File: src/hw/rtl/lpd_pkg.sv
// Shared types and constants for the length prefix deframer.
`default_nettype none
package lpd_pkg;

	// Header size in bytes; also the lowest length ever accepted
	localparam logic [15:0] HDR_LEN = 16'd2;

	// Command queue between front and back
	localparam int QDEPTH = 4;
	localparam int QAW    = $clog2(QDEPTH);

	// Register indexes on the configuration port
	localparam logic REG_MIN_LENGTH = 1'b0;
	localparam logic REG_MAX_LENGTH = 1'b1;

	// Result status codes
	localparam logic [1:0] ST_DATA  = 2'd0;
	localparam logic [1:0] ST_SHORT = 2'd1;
	localparam logic [1:0] ST_LONG  = 2'd2;

	// Parser phase
	typedef enum logic [1:0] {
		PH_LOW    = 2'd0,
		PH_HIGH   = 2'd1,
		PH_BODY   = 2'd2,
		PH_FAILED = 2'd3
	} phase_t;

	// One classified input word handed from front to back.
	// pair: emit lo_byte (first of packet) and then data_byte.
	typedef struct packed {
		logic       pair;
		logic [7:0] lo_byte;
		logic [7:0] data_byte;
		logic       last;
		logic [1:0] status;
	} cmd_t;

endpackage
`default_nettype wire

File: src/hw/rtl/lpd_front.sv
// Front end: tracks packet framing and classifies each received byte.
`default_nettype none
module lpd_front (
	input  wire logic          clk,
	input  wire logic          arst_n,
	input  wire logic          accept,
	input  wire logic [7:0]    rx_byte,
	input  wire logic [15:0]   min_length,
	input  wire logic [15:0]   max_length,
	output      logic          cmd_push,
	output      lpd_pkg::cmd_t cmd
);

	lpd_pkg::phase_t phase_q, phase_d;
	logic [7:0]  held_q, held_d;
	logic [15:0] len_q, len_d;
	logic [15:0] seen_q, seen_d;
	logic [15:0] len_w;
	logic [15:0] eff_min;
	logic [15:0] seen_inc;

	assign len_w    = {rx_byte, held_q};
	assign eff_min  = (min_length < lpd_pkg::HDR_LEN) ? lpd_pkg::HDR_LEN : min_length;
	assign seen_inc = seen_q + 16'd1;

	// State registers
	always_ff @(posedge clk or negedge arst_n) begin
		if (!arst_n) begin
			phase_q <= lpd_pkg::PH_LOW;
			held_q  <= '0;
			len_q   <= '0;
			seen_q  <= '0;
		end else begin
			phase_q <= phase_d;
			held_q  <= held_d;
			len_q   <= len_d;
			seen_q  <= seen_d;
		end
	end

	// Next state and command
	always_comb begin
		phase_d  = phase_q;
		held_d   = held_q;
		len_d    = len_q;
		seen_d   = seen_q;
		cmd_push = 1'b0;
		cmd      = '0;
		if (accept) begin
			unique case (phase_q)
				lpd_pkg::PH_LOW: begin
					held_d  = rx_byte;
					phase_d = lpd_pkg::PH_HIGH;
				end
				lpd_pkg::PH_HIGH: begin
					len_d    = len_w;
					cmd_push = 1'b1;
					if (len_w < eff_min) begin
						cmd.status = lpd_pkg::ST_SHORT;
						phase_d    = lpd_pkg::PH_FAILED;
					end else if (len_w > max_length) begin
						cmd.status = lpd_pkg::ST_LONG;
						phase_d    = lpd_pkg::PH_FAILED;
					end else begin
						cmd.pair      = 1'b1;
						cmd.lo_byte   = held_q;
						cmd.data_byte = rx_byte;
						cmd.last      = (len_w == lpd_pkg::HDR_LEN);
						cmd.status    = lpd_pkg::ST_DATA;
						seen_d        = lpd_pkg::HDR_LEN;
						phase_d       = cmd.last ? lpd_pkg::PH_LOW : lpd_pkg::PH_BODY;
					end
				end
				lpd_pkg::PH_BODY: begin
					seen_d        = seen_inc;
					cmd_push      = 1'b1;
					cmd.data_byte = rx_byte;
					cmd.last      = (seen_inc >= len_q);
					cmd.status    = lpd_pkg::ST_DATA;
					if (cmd.last) begin
						phase_d = lpd_pkg::PH_LOW;
					end
				end
				lpd_pkg::PH_FAILED: begin
					// dropped until reset
				end
				default: begin
					phase_d = lpd_pkg::PH_FAILED;
				end
			endcase
		end
	end

endmodule
`default_nettype wire

File: src/hw/rtl/lpd_queue.sv
// Short command queue between the front and back ends.
`default_nettype none
module lpd_queue (
	input  wire logic          clk,
	input  wire logic          arst_n,
	input  wire logic          push,
	input  wire lpd_pkg::cmd_t push_cmd,
	input  wire logic          pop,
	output      lpd_pkg::cmd_t head,
	output      logic          empty,
	output      logic          full
);

	lpd_pkg::cmd_t slot_q [lpd_pkg::QDEPTH];
	logic [lpd_pkg::QAW-1:0] wr_q, rd_q;
	logic [lpd_pkg::QAW:0]   cnt_q;
	logic do_push, do_pop;

	assign empty   = (cnt_q == '0);
	assign full    = (cnt_q == (lpd_pkg::QAW+1)'(lpd_pkg::QDEPTH));
	assign do_push = push && !full;
	assign do_pop  = pop && !empty;
	assign head    = slot_q[rd_q];

	// Pointers and fill count
	always_ff @(posedge clk or negedge arst_n) begin
		if (!arst_n) begin
			wr_q  <= '0;
			rd_q  <= '0;
			cnt_q <= '0;
		end else begin
			if (do_push) begin
				wr_q <= wr_q + 1'b1;
			end
			if (do_pop) begin
				rd_q <= rd_q + 1'b1;
			end
			if (do_push && !do_pop) begin
				cnt_q <= cnt_q + 1'b1;
			end else if (do_pop && !do_push) begin
				cnt_q <= cnt_q - 1'b1;
			end
		end
	end

	// Storage
	always_ff @(posedge clk) begin
		if (do_push) begin
			slot_q[wr_q] <= push_cmd;
		end
	end

endmodule
`default_nettype wire

File: src/hw/rtl/lpd_back.sv
// Back end: expands commands into result words in an output register.
`default_nettype none
module lpd_back (
	input  wire logic          clk,
	input  wire logic          arst_n,
	input  wire lpd_pkg::cmd_t head,
	input  wire logic          q_empty,
	output      logic          q_pop,
	input  wire logic          pop,
	output      logic          empty,
	output      logic [7:0]    pkt_byte,
	output      logic          pkt_first,
	output      logic          pkt_last,
	output      logic [1:0]    status
);

	logic       out_vld_q;
	logic       half_q;
	logic [7:0] byte_q;
	logic       first_q, last_q;
	logic [1:0] status_q;
	logic       load;
	logic       emit_lo;

	// Output slot free, or being taken this cycle
	assign load    = !q_empty && (!out_vld_q || pop);
	assign emit_lo = head.pair && !half_q;
	assign q_pop   = load && !emit_lo;

	assign empty     = !out_vld_q;
	assign pkt_byte  = byte_q;
	assign pkt_first = first_q;
	assign pkt_last  = last_q;
	assign status    = status_q;

	// Control
	always_ff @(posedge clk or negedge arst_n) begin
		if (!arst_n) begin
			out_vld_q <= 1'b0;
			half_q    <= 1'b0;
		end else begin
			if (load) begin
				out_vld_q <= 1'b1;
				half_q    <= emit_lo;
			end else if (pop) begin
				out_vld_q <= 1'b0;
			end
		end
	end

	// Result payload
	always_ff @(posedge clk) begin
		if (load) begin
			if (emit_lo) begin
				byte_q   <= head.lo_byte;
				first_q  <= 1'b1;
				last_q   <= 1'b0;
				status_q <= lpd_pkg::ST_DATA;
			end else begin
				byte_q   <= head.data_byte;
				first_q  <= 1'b0;
				last_q   <= head.last;
				status_q <= head.status;
			end
		end
	end

endmodule
`default_nettype wire

File: src/hw/rtl/length_prefix_deframer.sv
// Top level of the length prefix deframer: config registers and the front/back split.
//
//   channel   | handshake          | words
//   ----------+--------------------+------------------------------------------
//   input     | push / full        | rx_byte
//   result    | empty / pop        | pkt_byte, pkt_first, pkt_last, status
//   config    | psel/penable/pwrite| min_length @0x0, max_length @0x4
//
// The front takes one byte per cycle while the 4-entry command queue has room.
// The back drives one result word per cycle from its output register while pop
// keeps taking them; a valid header gives two words from one queue entry.
// Reset clears the parser to await the length low byte and empties the queue.
// A stalled result side backs up through the queue to full.
`default_nettype none
module length_prefix_deframer (
	input  wire logic        clk,
	input  wire logic        arst_n,
	input  wire logic        push,
	output      logic        full,
	input  wire logic [7:0]  rx_byte,
	output      logic        empty,
	input  wire logic        pop,
	output      logic [7:0]  pkt_byte,
	output      logic        pkt_first,
	output      logic        pkt_last,
	output      logic [1:0]  status,
	input  wire logic        psel,
	input  wire logic        penable,
	input  wire logic        pwrite,
	input  wire logic [2:0]  paddr,
	input  wire logic [31:0] pwdata,
	output      logic [31:0] prdata,
	output      logic        pready
);

	logic [15:0]   min_q, max_q;
	logic          cfg_wr;
	logic          accept;
	logic          cmd_push;
	lpd_pkg::cmd_t cmd;
	lpd_pkg::cmd_t head;
	logic          q_empty, q_pop;

	assign pready = 1'b1;
	assign cfg_wr = psel && penable && pwrite && pready;
	assign accept = push && !full;

	// Config registers
	always_ff @(posedge clk or negedge arst_n) begin
		if (!arst_n) begin
			min_q <= 16'd2;
			max_q <= 16'hFFFF;
		end else if (cfg_wr) begin
			unique case (paddr[2])
				lpd_pkg::REG_MIN_LENGTH: min_q <= pwdata[15:0];
				lpd_pkg::REG_MAX_LENGTH: max_q <= pwdata[15:0];
				default: ;
			endcase
		end
	end

	// Readback
	always_comb begin
		unique case (paddr[2])
			lpd_pkg::REG_MIN_LENGTH: prdata = {16'd0, min_q};
			lpd_pkg::REG_MAX_LENGTH: prdata = {16'd0, max_q};
			default:                 prdata = '0;
		endcase
	end

	lpd_front u_front (
		.clk        (clk),
		.arst_n     (arst_n),
		.accept     (accept),
		.rx_byte    (rx_byte),
		.min_length (min_q),
		.max_length (max_q),
		.cmd_push   (cmd_push),
		.cmd        (cmd)
	);

	lpd_queue u_queue (
		.clk      (clk),
		.arst_n   (arst_n),
		.push     (cmd_push),
		.push_cmd (cmd),
		.pop      (q_pop),
		.head     (head),
		.empty    (q_empty),
		.full     (full)
	);

	lpd_back u_back (
		.clk       (clk),
		.arst_n    (arst_n),
		.head      (head),
		.q_empty   (q_empty),
		.q_pop     (q_pop),
		.pop       (pop),
		.empty     (empty),
		.pkt_byte  (pkt_byte),
		.pkt_first (pkt_first),
		.pkt_last  (pkt_last),
		.status    (status)
	);

endmodule
`default_nettype wire
File: config.mk
export PLATFORM = sky130hd
export DESIGN_NAME = length_prefix_deframer
export DESIGN_NICKNAME = d
export VERILOG_FILES = /design/src/hw/rtl/lpd_pkg.sv /design/src/hw/rtl/lpd_front.sv /design/src/hw/rtl/lpd_queue.sv /design/src/hw/rtl/lpd_back.sv /design/src/hw/rtl/length_prefix_deframer.sv
export SDC_FILE = /design/constraint.sdc
export NUM_CORES = 1
export LEC_CHECK = 0
export BUFFER_PORTS_ARGS = -buffer_cell sky130_fd_sc_hd__buf_2
export CAP_MARGIN = 0
export CORE_UTILIZATION = 50
export CTS_BUF_LIST = sky130_fd_sc_hd__clkbuf_4 sky130_fd_sc_hd__clkbuf_8
export CTS_CLUSTER_DIAMETER = 120
export DETAILED_ROUTE_END_ITERATION = 7
export MAX_ROUTING_LAYER = met4
export PLACE_DENSITY = 0.7
export SYNTH_ARGS = -nofsm -noshare
export SYNTH_HDL_FRONTEND = slang
export SYNTH_SLANG_ARGS = --single-unit
export TNS_END_PERCENT = 1
File: constraint.sdc
create_clock -name clk -period 4 [get_ports clk]
set_input_delay 0.2 -clock clk [delete_from_list [all_inputs] [get_ports clk]]
set_output_delay 0.2 -clock clk [all_outputs]
set_load 0.005 [all_outputs]
# Yosys cells after proc, flatten, opt, wreduce, memory -nomap -nowiden
# Memory sizes are Yosys's and may differ from the RTL's.
# Cells that the tools add are included.
classes:
  mux: 27
  magnitude_cmp: 4
  n_reduce_logical: 31
  add_sub_neg: 5
  eq_ne: 7
  bitwise_logic: 1
op_table:
  columns: ["cell", "count"]
  rows:
  - ["one-hot mux 32 bit (2 select lines)", 1]
  - ["two-way mux 16 bit", 3]
  - ["two-way mux 18 bit", 2]
  - ["one-hot mux 16 bit (2 select lines)", 1]
  - ["one-hot mux 11 bit (2 select lines)", 1]
  - ["two-way mux 20 bit", 1]
  - ["adder 16 x 1 -> 16 bit (second input constant)", 1]
  - ["equality test 16 x 2 -> 1 bit (second input constant)", 1]
  - ["greater-or-equal comparator 16 bit", 1]
  - ["> comparator 16 bit", 1]
  - ["less-than comparator 16 bit", 1]
  - ["less-than comparator 16 x 2 -> 1 bit (second input constant)", 1]
  - ["two-way mux 2 bit", 6]
  - ["logical AND 1 bit", 10]
  - ["two-way mux 9 bit", 1]
  - ["two-way mux 8 bit", 1]
  - ["AND reduction 2 bit", 4]
  - ["logical NOT 1 bit", 7]
  - ["two-way mux 1 bit", 7]
  - ["two-way mux 3 bit", 2]
  - ["one-hot mux 2 bit (3 select lines)", 1]
  - ["nonzero test 2 bit", 3]
  - ["adder 2 x 1 -> 2 bit (second input constant)", 2]
  - ["!= test 2 bit (second input constant)", 2]
  - ["other kinds (14)", 14]
totals:
  ramBits: 80
  register_bits: 95
  mem_count: 1
  input_bits: 50
  elab_cells: 91
mem_list:
  columns: ["memory", "depth", "width", "rd", "rd_ports_with_merged_regs", "wr", "line_no", "rtl"]
  rows:
  - ["u_queue.slot_q", 4, 20, 1, 0, 1, "lpd_queue.sv:14", "lpd_pkg::cmd_t slot_q [lpd_pkg::QDEPTH];"]

# Depth between registers and ports, before layout
# Gate-level depths: netlist of the first run.
logic_depth:
  word_depth: 9
  ltp_mapped: 13

# Hierarchy
# Synthesis of the first run repeated with hierarchy kept, for this count alone.
hier_totals:
  hier_cells: 724
  area_unflattened_um2: 9213.8
modules_own_cells:
  columns: ["module", "instances", "area_per_inst_um2", "cells_per_inst"]
  rows:
  - ["lpd_front", 1, 3607.2, 428]
  - ["lpd_queue", 1, 3384.5, 140]
  - ["length_prefix_deframer", 1, 1625.3, 106]
  - ["lpd_back", 1, 596.8, 50]

# Least setup slack after synthesis of the first run
# OpenSTA, ideal clock, no wires.
synth_path:
  path_type: "flip-flop to flip-flop"
  from: "reg u_front.seen_q[0]"
  to: "reg u_front.phase_q[0]"
  path_slack_ns: 1.243
  path_buffers: 1
  arrival_time_ns: 2.632
  setup_ns: 0.125
  required_ns: 3.875
  path_stages_with_launch: 13
  path_cell_list: "dfrtp_1 -> ha_1 -> nand4_1 -> or2_2 -> clkbuf_1 -> nor2_1 -> xnor2_1 -> ha_1 -> nand2_1 -> o21ai_0 -> a21oi_1 -> a21oi_1 -> mux2_2"
synth_between:
  elab_chain_len: 4
synth_lines:
  columns: ["element", "line_no", "rtl"]
  rows:
  - ["start, declared", "lpd_front.sv:17", "logic [15:0] seen_q, seen_d;"]
  - ["start signal, assigned", "lpd_front.sv:37", "seen_q <= seen_d;"]
  - ["adder 16 x 1 -> 16 bit", "lpd_front.sv:24", "assign seen_inc = seen_q + 16'd1;"]
  - ["greater-or-equal comparator 16 bit", "lpd_front.sv:78", "cmd.last = (seen_inc >= len_q);"]
  - ["!= test 2 x 1 -> 1 bit (no line)", null, null]
  - ["AND reduction 3 bit (no line)", null, null]
  - ["end signal, assigned", "lpd_front.sv:29", "phase_q <= lpd_pkg::PH_LOW;"]
  - ["end signal, assigned", "lpd_front.sv:34", "phase_q <= phase_d;"]
  - ["end, declared", "lpd_front.sv:14", "lpd_pkg::phase_t phase_q, phase_d;"]
# Every way passes these cells.
# A chain may end at the register's enable or synchronous reset.

==> results of run 1 <==
==> placed cells by master, fill, tap and decap left out, drive strengths merged, types with 3 or more instances in the layout <==
cell,count
nor2,15
nand4,15
a21oi,17
xnor2,15
nand3,20
edfxtp,92
or4,3
bufinv,4
clkbuf,19
dlygate4sd3,18
and4,3
and2,18
xor2,5
ha,57
mux4,20
nor3,3
o31ai,8
clkinvlp,4
nor3b,3
o211ai,3
o22ai,3
a21o,4
inv,62
dfstp,17
dfrtp,66
mux2,69
and3,7
nand2b,3
nand2,44
nor4,6
nor2b,4
mux2i,3
conb,17
o21ai,37
buf,66
==> sequential cells by signal, indices dropped and copies added, names as in the netlist, 3 cells and up <==
signal           count
u_queue.slot_q      80
min_q               16
u_front.seen_q      16
u_front.held_q       8
u_front.len_q       16
max_q               16
u_queue.cnt_q        3
u_back.pkt_byte      8
==> worst paths after layout <==
kind	startpoint	end	slack, ps	cells past startpoint
min in group asynchronous	arst_n	min_q[7]	450	2
max in group asynchronous	arst_n	u_front.len_q[13]	2840	2
min	rx_byte[5]	u_front.len_q[13]	130	2
min reg2reg	u_back.half_q	u_back.half_q	490	1
max reg2reg	min_q[7]	u_queue.slot_q[2][16]	500	11
max	min_q[7]	u_queue.slot_q[2][16]	500	11
==> per-layer routing <==
| layer | global-route usage | share of wire | vias up |
|---|---|---|---|
| met4 | 0.07491 | 0.020 | 0 |
| met3 | 0.04204 | 0.038 | 30 |
| met1 | 0.2753 | 0.44 | 2842 |
| met2 | 0.3660 | 0.50 | 144 |
| li1 | - | - | 2608 |
| met5 | - | 0 | - |
==> kinds of logic after synthesis <==
family / after synthesis / share of synthesized area
compound gates: 86 / 0.06100
xor+xnor: 20 / 0.01991
fa+ha+maj: 58 / 0.08332
buf+inv: 95 / 0.04877
flops: 175 / 0.5524
mux: 92 / 0.1429
other cells: 2 / 0.0008534
simple gates: 151 / 0.09086
==> power groups by stage <==
stage          clock network (mW)  registers (mW)  logic (mW)
2_1_floorplan                   0            2.77        1.75
3_3_place_gp                    0            2.88        2.21
3_5_place_dp                    0            2.91        2.33
4_1_cts                      1.40            2.87        2.36
5_1_grt                      1.48            2.93        2.61
6_report                     1.38            2.87        2.33
==> per-stage QoR <==
stage               hold slack, ps  instances  cell area, µm²
floorplan                   -95.59        694            8856
global route                 111.4        998            9906
detailed placement           411.9        948            9271
global placement             395.3        948            9271
CTS                          103.7        998            9906
finish                       128.9        998            9906
==> area by class of cell <==
class                      count  area, µm²  share of cell area
multi-input combinational    424       3566              0.3600
inverter                      58      217.7             0.02198
sequential                   175       4861              0.4907
clock buffer                  19      255.2             0.02577
tap                          225      281.5             0.02842
clock inverter                13      198.9             0.02008
timing repair buffer          84      525.5             0.05305
==> what timing repair did <==
action	4_1_cts	5_1_grt
hold endpoints to repair	99	0
buffers inserted	0	0
hold buffers	18	0
endpoints found under the setup margin	0	0
==> impl_results.md, run 1 <==
- Outcome: finished clean
- Worst path max stage delay: 600 ps
- Final ANT Viol Nets: 0
- Synth area leader: edfxtp_1
- Final min period: 3502 ps
- Sequential share of power: 0.436
- Top cell type's share of synthesized area: 0.3139
- Yosys reg bits: 175
- Initial antenna violation count: 0
- CTS tree: yes
- Distinct cells, synth: 53
- Worst-path clk slew: 90 ps
- Sw Ratio: 0.3409
- Clk_lat worst skew: 460 ps
- Clock share of power: 0.209
- GRT Total Usage: 0.2218
- Placer Congestion: 0.8089
- CP endpoint kind: flip-flop
- Final Slew Violations: 0
- Max clock buf depth: 2
- Root buffer cell: clkbuf_8
- Setup violators final: 0
- Slew of the pin with the lowest slew margin: 1077 ps
- Antenna Cells: 0
- Number of global-route vias before repair: 5652
- Post-synthesis sequential area ratio: 0.5524
- DR DRC count: 0
- Synth Flop Type: edfxtp_1
- Final worst-path cycle share: 0.8756
- Sw power: 2.245 mW
- Setup WS post-layout: 497.5 ps
- Pwr Density: 664.7 mW/mm²
- Dominant cells by area after synthesis: edfxtp_1, dfrtp_1, mux2_2
- Mapped Area: 0.008800 mm²
- CTS buffer count: 17
- Worst path required time: 4290 ps
- First-pass GRT wire length: 29370 µm
- Area of the die: 0.01813 mm²
- Syn-to-layout area delta: 12.57%
- Share of post-route cells with drive strength above 1: 0.2691
- Critical Path, Cell by Cell: nor4_1, and4_1, nor2_1, ha_1, o211ai_1, a2111oi_0, o21ai_0, nand3_1, nand2_1, nor2_1, and2_1
- Synth Instances: 679
- FFs w/ async S/R, synth: 0.4743
- Via count: 5624
- Hold Fails Final Rpt: 0
- Final Util: 0.5747
- Grt ovf: 0
- DPL Wire Length: 12630 µm
- Core area: 0.01724 mm²
- RSZ-0062 raised after global routing: no
- WL/cell: 18.11 µm
- Static Leakage: 4.138 nW
- Avg Inst Size Synth: 12.96 µm²
- Top Ports: 97
- Layout Nets: 868
- Setup_tns: 0 ps
- Drt pass-1 iters: 4
- Clock Sink Count: 175
- WP data arrival: 3800 ps
- CTS resizes: 0
- Most used cell, CP: nor2_1
- Worst path bufs/invs: 0
- Port Buf Inserts: 61
- Filler Cell Count: 1377
- Worst vdd ir: 0.3744 mV
- Most common cell in the netlist: edfxtp_1
- Number of synthesized flops with an enable pin: 92
- Critical path class: reg -> reg
- Critical-path maximum fanout: 11
- Initial Util: 0.5105
- Largest net degree at the start of global routing: 84
- Int Pwr: 4.340 mW
- Routed vias/inst: 5.635
- Final WL: 18080 µm
- Initial DRC count: 306
- Worst hold path class: in -> reg
- CP Launch Type: flip-flop
- Max cap viols: 0
- Cell family with most CP delay: simple AND/OR/NAND/NOR gates
- Post-place setup slack: 563.5 ps
- FMAX: 0.2855 GHz
- Chip height: 134.7 µm
- CTS H-tree depth: 4
- Synth warn: 0
- Max_slew headroom: 0.2817
- Comb pwr share: 0.354
- Skew final: 14.14 ps
- Post-synth top cells: edfxtp_1, mux2_2, dfrtp_1
- Slowest cell on crit path: nor2_1
- Row Count: 48
- PnR Total Power: 6.585 mW
- Die Wd: 134.7 µm
Power figures use the tool's default switching activity.
==> run 2: changes to the inputs <==
==> constraint.sdc (replaced) <==
create_clock -name clk -period 4 [get_ports clk]
set_input_delay 0.4 -clock clk [delete_from_list [all_inputs] [get_ports clk]]
set_output_delay 0.4 -clock clk [all_outputs]
set_load 0.005 [all_outputs]
==> impl_results.md, run 2 (synthesized netlist as in run 1, its figures left out) <==
- Setup violators final: 0
- PnR Total Power: 6.348 mW
- Hold Buf Count CTS: 0
- Final min period: 3441 ps
- Max_slew headroom: 0.2839
- Layout Nets: 850
- DPL Wire Length: 12410 µm
- RSZ-0062 raised after global routing: no
- Number of global-route vias before repair: 5648
- Cell family with most CP delay: simple AND/OR/NAND/NOR gates
- Slowest cell on crit path: nor2_1
- Non-Filler Instances: 980
- Static Leakage: 4.042 nW
- Area of the die: 0.01813 mm²
- Final ANT Viol Nets: 0
- CTS H-tree depth: 4
- CTS resizes: 0
- Worst-path clk slew: 100 ps
- CP Launch Type: flip-flop
- Critical path class: reg -> reg
- Die Wd: 134.7 µm
- Row Count: 48
- Pwr Density: 658.0 mW/mm²
- Port Buf Inserts: 61
- Initial Util: 0.5105
- Critical-path maximum fanout: 11
- Drt pass-1 iters: 5
- Worst path max stage delay: 570 ps
- Final instance area: 0.009648 mm²
- Via count: 5498
- WP data arrival: 3740 ps
- First-pass GRT wire length: 28810 µm
- Initial antenna violation count: 0
- Final worst-path cycle share: 0.8604
- Most used cell, CP: nor2_1
- CTS buffer count: 17
- WL/cell: 17.91 µm
- Commonest non-fill, non-tap cell in the layout: edfxtp_1
- Max clock buf depth: 2
- Placer Congestion: 0.8112
- Critical Path, Cell by Cell: nor4_1, and4_1, nor2_1, ha_1, o211ai_1, a2111oi_0, o21ai_0, nand3_1, nand2_1, nor2_1, and2_1
- CTS tree: yes
- Area of placed instances: 0.009271 mm²
- Final Slew Violations: 0
- Cell count along the critical path: 11
- Worst path required time: 4300 ps
- Syn-to-layout area delta: 9.640%
- Setup_tns: 0 ps
- Worst vdd ir: 0.2904 mV
- Inst Count DP: 948
- Worst path bufs/invs: 0
- Share of post-route cells with drive strength above 1: 0.2755
- Worst hold path class: in -> async
- Grt ovf: 0
- Slew of the pin with the lowest slew margin: 1074 ps
- Most frequent cells in the layout: edfxtp_1, mux2_2, dfrtp_1
- Core area: 0.01724 mm²
- Root buffer cell: clkbuf_8
- Largest register FFs: 80
- Reg-to-reg setup timing slack: 560 ps
- Clock Sink Count: 175
- Largest net degree at the start of global routing: 84
- DR DRC count: 0
- Routed vias/inst: 5.610
- R2R cell count: 11
- Initial DRC count: 220
- Top Ports: 97
- Clk_lat worst skew: 470 ps
- CP endpoint kind: flip-flop
- Postcts setup bufs: 0
- Final WL: 17550 µm
- Skew final: 11.21 ps
- Antenna Cells: 0
- FMAX: 0.2906 GHz
- Chip height: 134.7 µm
- Largest Register: u_queue.slot_q
- Outcome: finished clean
- Max cap viols: 0
- Filler Cell Count: 1408
- GRT Total Usage: 0.2159
- Hold Fails Final Rpt: 0
[run 2: changes by cell type in the layout (fill, tap and decap cells not counted)]
| cell | delta |
|---|---|
| inv_8 | +4 |
| clkinvlp_4 | -4 |
| clkbuf_4 | -1 |
| bufinv_16 | -4 |
| dlygate4sd3_1 | -18 |
| clkinv_4 | +5 |
| clkinv_2 | +1 |
| clkbuf_8 | -1 |
[run 2: worst reg2reg max path, cell delays in order (launching register included)]
cell	delay, ps
dfrtp_1	400
nor4_1	330
and4_1	280
nor2_1	60
ha_1	270
o211ai_1	80
a2111oi_0	340
o21ai_0	160
nand3_1	360
nand2_1	130
nor2_1	570
and2_1	300
[run 2: cell type report]
| class | count | area, µm² | share of cell area |
|---|---|---|---|
| clock inverter | 15 | 142.6 | 0.01478 |
| timing repair buffer | 66 | 345.3 | 0.03579 |
| sequential | 175 | 4861 | 0.5038 |
| inverter | 58 | 217.7 | 0.02257 |
| tap | 225 | 281.5 | 0.02918 |
| multi-input combinational | 424 | 3566 | 0.3696 |
| clock buffer | 17 | 234.0 | 0.02425 |
[run 2: final timing paths]
check                                 start                     to
setup / recovery                  min_q[12]  u_queue.slot_q[3][12]
hold / removal                       arst_n               min_q[3]
setup reg to reg                  min_q[12]  u_queue.slot_q[3][12]
hold reg to reg            u_queue.cnt_q[2]       u_queue.cnt_q[2]
max in group asynchronous            arst_n       u_queue.cnt_q[2]
min in group clk                        pop       u_back.out_vld_q
[run 2: metal layers]
metal | routed length [µm] | global-route usage | vias up
met3 | 617 | 0.03416 | 30
li1 | - | - | 2579
met5 | 0 | - | -
met2 | 8711 | 0.3494 | 141
met4 | 367 | 0.08115 | 0
met1 | 7854 | 0.2752 | 2748
[run 2: through the flow]
stage | setup slack (ps) | utilization | hold slack [ps]
after floorplan | 1243 | - | 104.4
after global placement | 701.8 | 0.5379 | 453.2
after detailed placement | 585.5 | 0.5379 | 496.4
after CTS | 526.3 | 0.5597 | 84.64
after global routing | 229.4 | 0.5597 | 94.60
final | 558.6 | 0.5597 | 109.9
[run 2: report_power, final]
group / leakage (nW) / internal, mW / total (mW) / switching [mW]
Sequential: 1.85 / 2.51 / 2.87 / 0.361
Combinational: 1.99 / 1.10 / 2.30 / 1.21
Clock: 0.197 / 0.463 / 1.17 / 0.711
